==> src/design/jsu_pkg.sv <==
// Shared types and constants for the JSON string unescaper.
package jsu_pkg;

  localparam int QDepth = 4;
  localparam int QAw    = $clog2(QDepth);

  typedef logic [1:0] cause_t;
  localparam cause_t CAUSE_CTRL     = 2'd0;
  localparam cause_t CAUSE_ESC_CTRL = 2'd1;
  localparam cause_t CAUSE_BAD_ESC  = 2'd2;
  localparam cause_t CAUSE_BAD_HEX  = 2'd3;

  // One decoded command: a literal byte, a code point to encode, or a string end.
  typedef struct packed {
    logic        is_code;
    logic        string_end;
    cause_t      cause;
    logic [15:0] code;
  } cmd_t;

  typedef struct packed {
    logic valid;
    cmd_t cmd;
  } cmd_slot_t;

endpackage

==> src/design/jsu_front.sv <==
// Front end: escape-state tracking and classification of each input word.
module jsu_front (
  input  logic              clk,
  input  logic              rst_n,
  input  logic              accept,
  input  logic [7:0]        in_byte,
  output jsu_pkg::cmd_slot_t push
);
  import jsu_pkg::*;

  typedef enum logic [2:0] {
    M_PLAIN = 3'd0,
    M_ESC   = 3'd1,
    M_HEX0  = 3'd2,
    M_HEX1  = 3'd3,
    M_HEX2  = 3'd4,
    M_HEX3  = 3'd5
  } mode_t;

  mode_t       mode_r, mode_nxt;
  logic [11:0] acc_r, acc_nxt;
  cmd_slot_t   slot;

  // Bit 4 flags a legal hex digit, bits 3:0 carry its value.
  function automatic logic [4:0] hex_digit(input logic [7:0] b);
    logic [4:0] r;
    r = '0;
    if (b >= 8'h30 && b <= 8'h39) r = {1'b1, 4'(b - 8'h30)};
    else if (b >= 8'h41 && b <= 8'h46) r = {1'b1, 4'(b - 8'h37)};
    else if (b >= 8'h61 && b <= 8'h66) r = {1'b1, 4'(b - 8'h57)};
    return r;
  endfunction

  logic [4:0] hx;
  assign hx = hex_digit(in_byte);

  always_comb begin
    mode_nxt = mode_r;
    acc_nxt  = acc_r;
    slot     = '0;
    unique case (mode_r)
      M_ESC: begin
        mode_nxt = M_PLAIN;
        if (in_byte < 8'h20) begin
          slot.valid = 1'b1;
          slot.cmd.string_end = 1'b1;
          slot.cmd.cause = CAUSE_ESC_CTRL;
          acc_nxt = '0;
        end else if (in_byte == 8'h75) begin
          mode_nxt = M_HEX0;
          acc_nxt  = '0;
        end else begin
          slot.valid = 1'b1;
          unique case (in_byte)
            8'h62: slot.cmd.code = 16'h0008;
            8'h66: slot.cmd.code = 16'h000C;
            8'h6E: slot.cmd.code = 16'h000A;
            8'h72: slot.cmd.code = 16'h000D;
            8'h74: slot.cmd.code = 16'h0009;
            8'h22, 8'h5C, 8'h2F: slot.cmd.code = {8'h00, in_byte};
            default: begin
              slot.cmd.string_end = 1'b1;
              slot.cmd.cause = CAUSE_BAD_ESC;
              acc_nxt = '0;
            end
          endcase
        end
      end
      M_HEX0, M_HEX1, M_HEX2, M_HEX3: begin
        if (!hx[4]) begin
          mode_nxt = M_PLAIN;
          acc_nxt  = '0;
          slot.valid = 1'b1;
          slot.cmd.string_end = 1'b1;
          slot.cmd.cause = CAUSE_BAD_HEX;
        end else if (mode_r == M_HEX3) begin
          mode_nxt = M_PLAIN;
          acc_nxt  = '0;
          slot.valid = 1'b1;
          slot.cmd.is_code = 1'b1;
          slot.cmd.code = {acc_r, hx[3:0]};
        end else begin
          mode_nxt = mode_t'(mode_r + 3'd1);
          acc_nxt  = {acc_r[7:0], hx[3:0]};
        end
      end
      default: begin
        // plain text; unused mode codes fall in here too
        mode_nxt = M_PLAIN;
        if (in_byte < 8'h20) begin
          slot.valid = 1'b1;
          slot.cmd.string_end = 1'b1;
          slot.cmd.cause = CAUSE_CTRL;
          acc_nxt = '0;
        end else if (in_byte == 8'h5C) begin
          mode_nxt = M_ESC;
        end else begin
          slot.valid = 1'b1;
          slot.cmd.code = {8'h00, in_byte};
        end
      end
    endcase
  end

  always_ff @(posedge clk) begin
    if (!rst_n) begin
      mode_r <= M_PLAIN;
      acc_r  <= '0;
    end else if (accept) begin
      mode_r <= mode_nxt;
      acc_r  <= acc_nxt;
    end
  end

  always_comb begin
    push       = slot;
    push.valid = slot.valid & accept;
  end

endmodule

==> src/design/jsu_queue.sv <==
// Command queue between front end and encoder.
module jsu_queue (
  input  logic               clk,
  input  logic               rst_n,
  input  jsu_pkg::cmd_slot_t push,
  input  logic               pop,
  output jsu_pkg::cmd_slot_t head,
  output logic               full
);
  import jsu_pkg::*;

  cmd_t           mem [QDepth];
  logic [QAw-1:0] wr_r, rd_r;
  logic [QAw:0]   cnt_r;
  logic           do_push, do_pop;

  assign full    = (cnt_r == (QAw+1)'(QDepth));
  assign do_push = push.valid && !full;
  assign do_pop  = pop && (cnt_r != '0);

  always_ff @(posedge clk) begin
    if (do_push) mem[wr_r] <= push.cmd;
  end

  always_ff @(posedge clk) begin
    if (!rst_n) begin
      wr_r  <= '0;
      rd_r  <= '0;
      cnt_r <= '0;
    end else begin
      if (do_push) wr_r <= wr_r + 1'b1;
      if (do_pop)  rd_r <= rd_r + 1'b1;
      cnt_r <= cnt_r + (QAw+1)'(do_push) - (QAw+1)'(do_pop);
    end
  end

  assign head.valid = (cnt_r != '0);
  assign head.cmd   = mem[rd_r];

endmodule

==> src/design/jsu_back.sv <==
// Back end: UTF-8 encoding and the output register.
module jsu_back (
  input  logic               clk,
  input  logic               rst_n,
  input  jsu_pkg::cmd_slot_t head,
  output logic               pop,
  output logic               out_valid,
  input  logic               out_stall,
  output logic [7:0]         out_byte,
  output logic               out_last,
  output logic               out_string_end,
  output jsu_pkg::cause_t    out_end_cause
);
  import jsu_pkg::*;

  logic [1:0] idx_r;
  logic [1:0] nbytes;
  logic [7:0] b0, b1, b2, sel;
  logic       load, is_last;
  logic       valid_r;
  logic [7:0] byte_r;
  logic       last_r, end_r;
  cause_t     cause_r;
  logic [15:0] c;

  assign c = head.cmd.code;

  always_comb begin
    if (!head.cmd.is_code || c <= 16'h007F) begin
      nbytes = 2'd1;
      b0 = c[7:0];
      b1 = 8'h00;
      b2 = 8'h00;
    end else if (c <= 16'h07FF) begin
      nbytes = 2'd2;
      b0 = 8'hC0 | {3'b000, c[10:6]};
      b1 = 8'h80 | {2'b00, c[5:0]};
      b2 = 8'h00;
    end else begin
      nbytes = 2'd3;
      b0 = 8'hE0 | {4'h0, c[15:12]};
      b1 = 8'h80 | {2'b00, c[11:6]};
      b2 = 8'h80 | {2'b00, c[5:0]};
    end
    unique case (idx_r)
      2'd0:    sel = b0;
      2'd1:    sel = b1;
      default: sel = b2;
    endcase
  end

  assign load    = head.valid && (!valid_r || !out_stall);
  assign is_last = (idx_r == nbytes - 2'd1);
  assign pop     = load && is_last;

  always_ff @(posedge clk) begin
    if (!rst_n) begin
      valid_r <= 1'b0;
      idx_r   <= '0;
    end else begin
      if (load) valid_r <= 1'b1;
      else if (!out_stall) valid_r <= 1'b0;
      if (load) idx_r <= is_last ? 2'd0 : idx_r + 2'd1;
    end
  end

  always_ff @(posedge clk) begin
    if (load) begin
      byte_r  <= sel;
      last_r  <= is_last;
      end_r   <= head.cmd.string_end;
      cause_r <= head.cmd.string_end ? head.cmd.cause : CAUSE_CTRL;
    end
  end

  assign out_valid      = valid_r;
  assign out_byte       = byte_r;
  assign out_last       = last_r;
  assign out_string_end = end_r;
  assign out_end_cause  = cause_r;

endmodule

==> src/design/json_string_unescape_utf8.sv <==
// Top level of the JSON string body unescaper with UTF-8 output.
//
// Input channel (in_valid / in_stall / in_byte): one byte of an escaped JSON
// string body per word. Output channel (out_valid / out_stall / out_byte,
// out_last, out_string_end, out_end_cause): one decoded UTF-8 byte per word.
// A word moves on a rising edge where valid is high and stall is low.
// Each input word yields zero results (backslash, \u prefix, hex digits one
// to three), one result, or one to three results (a \uXXXX code point).
// out_last marks the final result of an input word. An illegal byte yields
// one NUL word with out_string_end set and the cause in out_end_cause, and
// the decoder drops back to plain text for the next string.
// The first result of an input word shows on out_valid once it has passed
// the queue write and then the output register.
// Throughput: one input word per cycle while the queue has room and one output
// word per cycle while out_stall is low; the encoder emits the bytes of a code
// point in turn and holds the command queue head until its last byte is loaded.
// The four-entry command queue decouples the two sides: in_stall rises only
// when the queue is full, so a stalled receiver backs up through it.
// Reset (rst_n low, synchronous) empties the queue and output register and
// returns the decoder to plain text with an empty hex accumulator.
module json_string_unescape_utf8 (
  input  logic                 clk,
  input  logic                 rst_n,
  input  logic                 in_valid,
  output logic                 in_stall,
  input  logic [7:0]           in_byte,
  output logic                 out_valid,
  input  logic                 out_stall,
  output logic [7:0]           out_byte,
  output logic                 out_last,
  output logic                 out_string_end,
  output jsu_pkg::cause_t      out_end_cause
);
  import jsu_pkg::*;

  cmd_slot_t push, head;
  logic      accept, pop, full;

  // accept a word whenever the queue has room
  assign in_stall = full;
  assign accept   = in_valid && !full;

  jsu_front u_front (
    .clk     (clk),
    .rst_n   (rst_n),
    .accept  (accept),
    .in_byte (in_byte),
    .push    (push)
  );

  jsu_queue u_queue (
    .clk   (clk),
    .rst_n (rst_n),
    .push  (push),
    .pop   (pop),
    .head  (head),
    .full  (full)
  );

  jsu_back u_back (
    .clk            (clk),
    .rst_n          (rst_n),
    .head           (head),
    .pop            (pop),
    .out_valid      (out_valid),
    .out_stall      (out_stall),
    .out_byte       (out_byte),
    .out_last       (out_last),
    .out_string_end (out_string_end),
    .out_end_cause  (out_end_cause)
  );

endmodule

==> config.mk <==
export PLATFORM = sky130hd
export DESIGN_NAME = json_string_unescape_utf8
export DESIGN_NICKNAME = d
export VERILOG_FILES = /design/src/design/jsu_pkg.sv /design/src/design/jsu_front.sv /design/src/design/jsu_queue.sv /design/src/design/jsu_back.sv /design/src/design/json_string_unescape_utf8.sv
export SDC_FILE = /design/constraint.sdc
export NUM_CORES = 1
export LEC_CHECK = 0
export BUFFER_PORTS_ARGS = -buffer_cell sky130_fd_sc_hd__buf_2
export CAP_MARGIN = 10
export CELL_PAD_IN_SITES_DETAIL_PLACEMENT = 1
export CELL_PAD_IN_SITES_GLOBAL_PLACEMENT = 1
export CORE_MARGIN = 2
export CORE_UTILIZATION = 51
export DETAILED_ROUTE_END_ITERATION = 8
export HOLD_SLACK_MARGIN = 0.08
export PLACE_DENSITY = 0.77
export SLEW_MARGIN = 0
export SYNTH_ARGS = -nofsm -noshare
export SYNTH_HDL_FRONTEND = slang
export SYNTH_SLANG_ARGS = --single-unit
==> constraint.sdc <==
create_clock -name clk -period 3.75 [get_ports clk]
set_input_delay 0.1875 -clock clk [delete_from_list [all_inputs] [get_ports clk]]
set_output_delay 0.1875 -clock clk [all_outputs]
set_load 0.1 [all_outputs]
## After elaboration in Yosys (flattened, before gate mapping)

Memories as Yosys holds them, arrays and structs flattened. A register that Yosys moved wholly into a read port is not among the register bits.
Index checks and enable logic that the tools add are counted.

| word-level totals | value |
|---|---|
| register bits | 37 |
| RAM bits | 80 |
| input port bits | 12 |
| output and inout bits | 14 |
| memories | 1 |

Memory list:

| memory | words | bits a word | read ports | clocked after Yosys merged registers in | wr ports | RTL line | RTL |
|---|---|---|---|---|---|---|---|
| u_queue.mem | 4 | 20 | 1 | 1 | 1 | jsu_queue.sv:12 | `cmd_t mem [QDepth];` |

| operators by class | value |
|---|---|
| add/sub/neg operators | 10 |
| order comparisons | 9 |
| equal/unequal tests | 19 |
| mux-type cells | 54 |
| bitwise gates (word level) | 1 |
| reduce and logical (&&, ||, !) cells | 21 |

Operators by type and width:

| kind | count |
|---|---|
| 2-to-1 mux 12 bit | 6 |
| 2-to-1 mux 16 bit | 4 |
| == test 8 x 7 -> 1 bit (second input constant) | 7 |
| one-hot mux 8 bit (6 select lines) | 1 |
| 2-to-1 mux 8 bit | 5 |
| one-hot mux 19 bit (2 select lines) | 1 |
| 2-to-1 mux 3 bit | 8 |
| one-hot mux 12 bit (2 select lines) | 1 |
| 2-to-1 mux 19 bit | 1 |
| == test 8 x 6 -> 1 bit (second input constant) | 2 |
| greater-or-equal comparator 8 x 7 -> 1 bit (second input constant) | 2 |
| <= comparator 16 x 11 -> 1 bit (second input constant) | 1 |
| <= comparator 16 x 7 -> 1 bit (second input constant) | 1 |
| <= comparator 8 x 7 -> 1 bit (second input constant) | 2 |
| one-hot mux 8 bit (2 select lines) | 1 |
| 2-to-1 mux 5 bit | 3 |
| 2-to-1 mux 1 bit | 13 |
| 2-to-1 mux 2 bit | 6 |
| 2-to-1 mux 6 bit | 2 |
| == test 3 bit (second input constant) | 3 |
| greater-or-equal comparator 8 x 6 -> 1 bit (second input constant) | 1 |
| <= comparator 8 x 6 -> 1 bit (second input constant) | 1 |
| logical AND 1 bit | 8 |
| < comparator 8 x 6 -> 1 bit (second input constant) | 1 |
| other kinds (24) | 33 |

## Longest topological paths before layout

Gate-level depths: netlist of run 1.

| depth | value |
|---|---|
| word-level depth | 11 |
| gate-level depth with buffers | 12 |

## Hierarchy

Synthesis of run 1 repeated with hierarchy kept, for this count alone.

| unflattened totals | value |
|---|---|
| cells, all modules | 433 |
| area, all modules | 5,838.1 µm² |

By module, submodules not included:

| module | instances | cells an instance | area an instance (µm²) |
|---|---|---|---|
| jsu_queue | 1 | 153 | 3,365.7 |
| jsu_front | 1 | 199 | 1,587.8 |
| jsu_back | 1 | 80 | 870.8 |
| json_string_unescape_utf8 | 1 | 1 | 13.8 |

## Least setup slack after synthesis of run 1

Ideal clock, no wire load.

| path | value |
|---|---|
| path kind | register to register |
| start | register u_queue.cnt_r[2] |
| end | register u_queue.cnt_r[2] |
| setup time | 0.115 ns |
| arrival time | 4.222 ns |
| data required time | 3.635 ns |
| setup slack | -0.587 ns |
| stages on the path, launching flop included | 10 |
| buffers on the path | 1 |
| clock period less this slack | 4.337 ns |
| path through | dfxtp_1 > nor3b_1 > nand2b_1 > a21oi_1 > o311a_1 > clkbuf_1 > ha_1 > fa_1 > xnor2_1 > and2_1 |

| on the way | value |
|---|---|
| word-level cells in the longest chain between the ends | 7 |

Ends and longest elaborated chain:

| what | RTL line | RTL |
|---|---|---|
| start: declaration | jsu_queue.sv:14 | `logic [QAw:0] cnt_r;` |
| start signal: assignment | jsu_queue.sv:33 | `cnt_r <= cnt_r + (QAw+1)'(do_push) - (QAw+1)'(do_pop);` |
| == test 3 bit (*) | jsu_queue.sv:17 | `assign full = (cnt_r == (QAw+1)'(QDepth));` |
| net in_stall | json_string_unescape_utf8.sv:25 | `output logic in_stall,` |
| logical NOT 1 bit (*) | jsu_queue.sv:18, json_string_unescape_utf8.sv:41 |  |
| logical AND 1 bit | json_string_unescape_utf8.sv:41 | `assign accept = in_valid && !full;` |
| bitwise AND 1 bit | jsu_front.sv:117 | `push.valid = slot.valid & accept;` |
| logical AND 1 bit (*) | jsu_queue.sv:18 | `assign do_push = push.valid && !full;` |
| net u_queue.do_push | jsu_queue.sv:15 | `logic do_push, do_pop;` |
| adder 3 x 1 -> 3 bit (*) | jsu_queue.sv:33 |  |
| subtractor 3 x 1 -> 3 bit (*) | jsu_queue.sv:33 |  |

The timed path passes the listed nets; every way through them passes the cells marked *.
A chain may end at the register's enable or synchronous reset.

==> results of run 1 <==
-- final timing paths --
kind	start	end	slack, ps
worst max register to register	flop	u_queue.cnt_r[2]$_SDFF_PN0_	250
worst max-delay path	flop	u_queue.cnt_r[2]$_SDFF_PN0_	250
worst min-delay path	in_valid	u_front.mode_r[2]$_SDFFE_PN0P_	140
worst min register to register	u_front.acc_r[3]$_SDFFE_PN0P_	u_front.acc_r[3]$_SDFFE_PN0P_	490
-- final cells by class --
class	count	area [um^2]	area share [%]
Sequential cell	119	3300	50.9
Multi-Input combinational cell	265	2150	33.1
Clock buffer	22	453	6.97
Timing Repair Buffer	40	244	3.76
Tap cell	140	175	2.70
Clock inverter	10	104	1.60
Inverter	17	63.8	0.983
-- cell usage in the layout (no fill, tap or decap), drive strengths merged, types with 4 or more instances in the layout --
| master | Yosys | routed |
|---|---|---|
| nor4 | 4 | 4 |
| clkbuf | 15 | 22 |
| and3 | 4 | 4 |
| nor2b | 18 | 18 |
| nand2 | 25 | 25 |
| nor3 | 9 | 9 |
| nand3 | 6 | 6 |
| inv | 17 | 17 |
| and2 | 23 | 23 |
| o21ai | 14 | 14 |
| ha | 13 | 13 |
| a31oi | 7 | 7 |
| dfxtp | 27 | 27 |
| a22oi | 15 | 15 |
| o22ai | 4 | 4 |
| mux4 | 20 | 20 |
| nand2b | 5 | 5 |
| edfxtp | 92 | 92 |
| buf | 4 | 39 |
| o21a | 5 | 5 |
| nor2 | 15 | 15 |
| a21oi | 9 | 9 |
| clkinv | 0 | 6 |
| a21boi | 4 | 4 |
| nor3b | 4 | 4 |
| a22o | 5 | 5 |
-- sequential cells by signal (all words and copies together) (netlist names), 2 cells and up, named ones only --
signal / count
u_back.out_end_cause: 2
u_queue.rd_r: 2
u_back.out_byte: 8
u_front.mode_r: 3
u_queue.cnt_r: 3
u_queue.wr_r: 2
u_front.acc_r: 12
u_back.idx_r: 2
u_queue.mem: 80
-- stage by stage --
stage	hold WS [ps]	utilization, %	setup WS (ps)	power (mW)	instances
2_1_floorplan	316	-	450	3.22	420
3_3_place_gp	459	55.1	308	3.58	580
4_1_cts	116	60.3	114	5.22	613
6_report	136	60.4	247	5.22	613
5_1_grt	147	60.4	96.3	5.44	613
3_5_place_dp	488	55.1	201	3.65	580
-- routing by layer --
metal | GRT usage, % | vias up
li1 | - | 1707
met1 | 32.4 | 1935
met2 | 44.7 | 129
met4 | 9.16 | 0
met3 | 6.75 | 27
met5 | 0 | -
-- where the power goes --
| part | switching (mW) | leakage [nW] | total, mW | internal, mW |
|---|---|---|---|---|
| Combinational | 1.31 | 0.951 | 1.89 | 0.575 |
| Clock | 0.563 | 0.272 | 1.53 | 0.971 |
| Sequential | 0.110 | 1.13 | 1.80 | 1.69 |
| Total | 1.99 | 2.36 | 5.22 | 3.24 |
-- worst max-delay path, stage by stage, from the launching register on --
cell,delay (ps)
dfxtp_2,440
mux4_2,580
or4_4,600
a41oi_2,250
a31oi_1,200
ha_1,330
inv_1,50
ha_1,220
fa_1,420
xnor2_1,140
and2_1,160
-- cells in the mapped netlist, types with 5 or more instances --
cell,n,area (um^2)
a31oi_1,7,43.8
a21oi_1,9,45.0
mux4_2,20,450
a22o_1,5,43.8
ha_1,13,163
and2_1,23,144
clkbuf_1,15,56.3
inv_1,17,63.8
o21a_1,5,37.5
nor3_1,8,40.0
edfxtp_1,92,2760
dfxtp_1,27,541
o21ai_0,13,65.1
nand3_1,5,25.0
nand2b_1,5,31.3
a22oi_1,15,113
nor2b_1,18,113
nand2_1,25,93.8
nor2_1,15,56.3
-- repair_timing --
| item | CTS | global route |
|---|---|---|
| hold buffers | 1 | 0 |
| endpoints found under the hold margin | 1 | 0 |
| resized for setup | 0 | 3 |
| endpoints found under the setup margin | 0 | 2 |
-- cell families after synthesis --
logic type               after synthesis
adder cells (fa/ha/maj)               14
multiplexers                          22
flip-flops                           119
XOR/XNOR                               5
AND/OR/NAND/NOR                      132
AO/OA/AOI/OAI                         92
buffers and inverters                 36
==> results.py, run 1 <==
metrics = {
    "worst_setup_path": {
        "critPathKind": "flop to flop",
        "crit_fanout": 6,
        "cp-start-kind": "flop",
        "crit_arrival_ps": 3910,
        "endpoint_kind": "flop",
        "reg2reg_depth": 10,
        "cp_data_required_time_ps": 4150,
    },
    "place": {
        "gp_congestion": 0.979,
        "dp_hpwl_mm": 9.48,
        "numPortBuffers": 25,
        "dpl_cell_area_um2": 5920,
    },
    "detailed_routing": {
        "drtAntennaViolNets": 0,
        "wl_met2_mm": 7.40,
        "route.layer.met1.wl_mm": 6.06,
        "drc": 0,
        "via_count": 3798,
        "drt_iter0_markers": 268,
        "wl_mm": 14.4,
        "top_layer_used": "met4",
        "detail_route.wl_per_cell_um": 23.5,
        "wl_met3_um": 602,
        "via_per_inst": 6.20,
        "drt_pass1_iterations": 5,
    },
    "grt": {
        "grt_max_degree": 27,
        "overflow": 0,
        "first_global_vias": 3985,
        "grt_pass1_wl_mm": 22.7,
        "antenna_found_initial": 0,
        "grtUsageTotal_pct": 26.2,
    },
    "pwr": {
        "power_density_nw_per_um2": 804,
        "leakage_nw": 2.36,
        "peakVddDrop_v": 0.000486,
    },
    "sta": {
        "maxSlewViolCount": 0,
        "max_freq_mhz": 285,
        "hold_viol": 0,
        "period_share_pct": 93.4,
        "tns_ps": 0,
        "max-slew-margin-rel_pct": 36.5,
        "worstMarginPinSlew_ps": 938,
        "period_needed_ps": 3500,
        "grt_setup_unrepaired": "false",
        "finClkSkew_ps": 17.4,
        "finalSetupViolations": 0,
    },
    "worst_hold_path": {
        "min_path_type": "primary input to flop",
        "hold_depth": 4,
    },
    "synth": {
        "async_reset_ff_share_pct": 0,
        "synth_compound_area_share_pct": 12.1,
        "synth-simple-area-share_pct": 13.7,
        "synth_mux_area_share_pct": 8.42,
        "synth-seq-cells": 119,
        "synth_area_um2": 5590,
        "synth_fp_nets": 446,
        "synthAdderAreaFrac_pct": 3.27,
        "ys_types": 64,
        "ys.flop_type": "edfxtp_1",
        "synth_warnings": 0,
        "synth.avg_cell_area_um2": 13.3,
        "synth_edf_count": 92,
        "synth_top_family_by_area": "simple AND/OR/NAND/NOR gates",
        "ys_seq_area_share_pct": 59.1,
        "synthCells": 420,
        "synth_xor_area_share_pct": 0.784,
    },
    "clocking": {
        "post_cts_buffers": 0,
        "clkLatencyLatePin_ps": 520,
        "numCtsBuffers": 17,
        "h-tree-depth": 4,
        "clkSinkCount": 119,
        "cts_tree": "built",
        "cts.reportedPaths.clkPinSlew_ps": 60,
        "cts_root_buf": "clkbuf_8",
        "ctsLongestPathBuffers": 2,
    },
    "floorplan": {
        "initial_core_util_pct": 52.0,
        "io_pins": 26,
        "die_area_um2": 11800,
        "die_w_um": 109,
        "die_h_um": 109,
        "rows": 38,
        "core_um2": 10700,
    },
    "final_layout": {
        "areaGrowthSynthToFinish_pct": 16.2,
        "nNetsFinal": 486,
        "fin_area_um2": 6490,
        "num_antenna_cells": 0,
        "fillers": 1062,
        "drive_above_1_share_pct": 20.9,
    },
    "run": {
        "maxCapViolations": 0,
    },
    "outcome": {
        "status": "complete, no violations",
    },
}
Power figures use the tool's default switching activity.
==> run 2: changes to the inputs <==
- CORE_UTILIZATION: 51 -> 25
- PLACE_DENSITY: 0.77 -> 0.43
- TNS_END_PERCENT: not set -> 100
==> run 2 against run 1 <==
Critical path depth rose by 1. Combinational power barely moved. Flip-flop and latch count did not move. Critical endpoint unchanged. Maximum frequency rose by 0.31%. Sequential share of layout area fell by 2.3 points. Total power rose by 3.6%. Non-clock buffer count rose by 5. Clock power rose by 17%. Via count fell by 6.2%. Critical path type unchanged. Clock skew fell by 11 ps. Largest cell class unchanged. Setup slack improved by 11 ps.
==> results.py, run 2 (synthesized netlist as in run 1, its figures left out) <==
metrics = {
    "final_layout": {
        "nNetsFinal": 491,
        "areaGrowthSynthToFinish_pct": 21.7,
        "fillers": 2348,
        "regMostFlops": "u_queue.mem",
        "final_common_cell": "edfxtp_1",
        "largest_register_ffs": 80,
        "multiInputGateArea_um2": 2140,
        "num_antenna_cells": 0,
        "drive_above_1_share_pct": 22.0,
        "layout.cells.non_filler": 758,
        "mostFrequentLayoutCells": "edfxtp_1 (92), dfxtp_1 (27), nand2_1 (25), buf_2 (25), and2_1 (23)",
        "fin_area_um2": 6800,
        "final_util_pct": 31.1,
        "seqCellArea_um2": 3300,
    },
    "clocking": {
        "clkSinkCount": 119,
        "numCtsBuffers": 17,
        "cts_root_buf": "clkbuf_16",
        "clkLatencyLatePin_ps": 410,
        "h-tree-depth": 4,
        "ctsLongestPathBuffers": 2,
        "cts_tree": "built",
        "cts.reportedPaths.clkPinSlew_ps": 60,
    },
    "detailed_routing": {
        "drtAntennaViolNets": 0,
        "via_per_inst": 4.70,
        "detail_route.wl_per_cell_um": 18.4,
        "drt_iter0_markers": 150,
        "wl_mm": 14.0,
        "via_count": 3563,
        "drt_pass1_iterations": 4,
        "drc": 0,
    },
    "place": {
        "dp_hpwl_mm": 10.1,
        "gp_congestion": 0.752,
        "numPortBuffers": 25,
        "place_inst": 724,
        "dpl_cell_area_um2": 6130,
        "place_ws_ps": 220,
    },
    "outcome": {
        "status": "complete, no violations",
    },
    "floorplan": {
        "rows": 54,
        "die_w_um": 154,
        "initial_core_util_pct": 25.5,
        "core_um2": 21900,
        "die_area_um2": 23600,
        "io_pins": 26,
        "die_h_um": 154,
    },
    "sta": {
        "holdWs_ps": 229,
        "max-slew-margin-rel_pct": 32.6,
        "finClkSkew_ps": 6.48,
        "period_share_pct": 93.1,
        "period_needed_ps": 3490,
        "hold_viol": 0,
        "worstMarginPinSlew_ps": 998,
        "finalSetupViolations": 0,
        "max_freq_mhz": 286,
        "maxSlewViolCount": 0,
        "setup_slack_ps": 257,
        "grt_setup_unrepaired": "false",
        "tns_ps": 0,
    },
    "worst_hold_path": {
        "min_path_type": "primary input to flop",
    },
    "grt": {
        "grt_max_degree": 27,
        "grt_util_met2_pct": 20.4,
        "antenna_found_initial": 0,
        "grt-busiest-layer": "met2",
        "overflow": 0,
        "gr-usage-met3_pct": 3.35,
        "grtUsageTotal_pct": 12.6,
        "grt_pass1_wl_mm": 22.6,
        "first_global_vias": 3850,
        "use_met1_pct": 16.5,
    },
    "worst_setup_path": {
        "crit_arrival_ps": 3800,
        "path_delay_family": "adder cells",
        "critPathKind": "flop to flop",
        "cp_data_required_time_ps": 4060,
        "endpoint_kind": "flop",
        "cp-start-kind": "flop",
        "cp_num_buf_inv": 2,
        "critPathMostFrequentCell": "ha_1",
        "critPathMaxStageDelay_ps": 600,
        "path_cells": "buf_12 -> mux4_2 -> or4_4 -> a41oi_2 -> a31oi_1 -> ha_1 -> inv_1 -> ha_1 -> fa_1 -> xnor2_1 -> and2_1",
        "crit_slowest_cell": "or4_4",
        "crit_fanout": 12,
    },
    "pwr": {
        "power_density_nw_per_um2": 796,
        "p_total_mw": 5.41,
        "peakVddDrop_v": 0.000294,
        "leakage_nw": 2.42,
    },
    "run": {
        "maxCapViolations": 0,
    },
}
[run 2: cell count changes in the layout (fill, tap and decap cells not counted), sizes merged]
cell      change
buf           +4
bufinv        +3
clkbuf        -3
inv           +3
clkinv        -1
clkinvlp      -1
[run 2: final timing paths]
check | cells past startpoint | start | end | slack [ps]
worst max-delay path | 11 | flop | u_queue.cnt_r[2]$_SDFF_PN0_ | 260
worst min register to register | 2 | u_back.out_valid$_SDFFE_PN0P_ | u_back.out_valid$_SDFFE_PN0P_ | 480
worst max register to register | 11 | flop | u_queue.cnt_r[2]$_SDFF_PN0_ | 260
worst min-delay path | 2 | rst_n | u_back.out_valid$_SDFFE_PN0P_ | 230
[run 2: what timing repair did]
item                      4_1_cts  5_1_grt
resized for setup               0        0
hold endpoints to repair        1        0
setup buffers                   0        0
hold buffers                    1        0
[run 2: final cells by class]
type,instances,share of cell area [%]
Tap cell,280,5.15
Clock inverter,14,3.28
Inverter,17,0.938
Clock buffer,18,6.31
Multi-Input combinational cell,265,31.5
Timing Repair Buffer,45,4.23
Sequential cell,119,48.6
[run 2: layer usage]
metal	wire [um]	part of all wire [%]
met1	6670	48
met4	148	1.1
met2	6760	48
met3	403	2.9
met5	0	0
[run 2: worst reg2reg max path: stages (launching register included)]
cell	delay (ps)
dfxtp_1	350
buf_12	160
mux4_2	560
or4_4	600
a41oi_2	260
a31oi_1	190
ha_1	320
inv_1	40
ha_1	200
fa_1	430
xnor2_1	140
and2_1	150
[run 2: report_power, final]
| part | total, mW | switching [mW] | internal [mW] |
|---|---|---|---|
| logic | 1.86 | 1.28 | 0.580 |
| clock network | 1.79 | 0.604 | 1.19 |
| registers | 1.77 | 0.0786 | 1.69 |
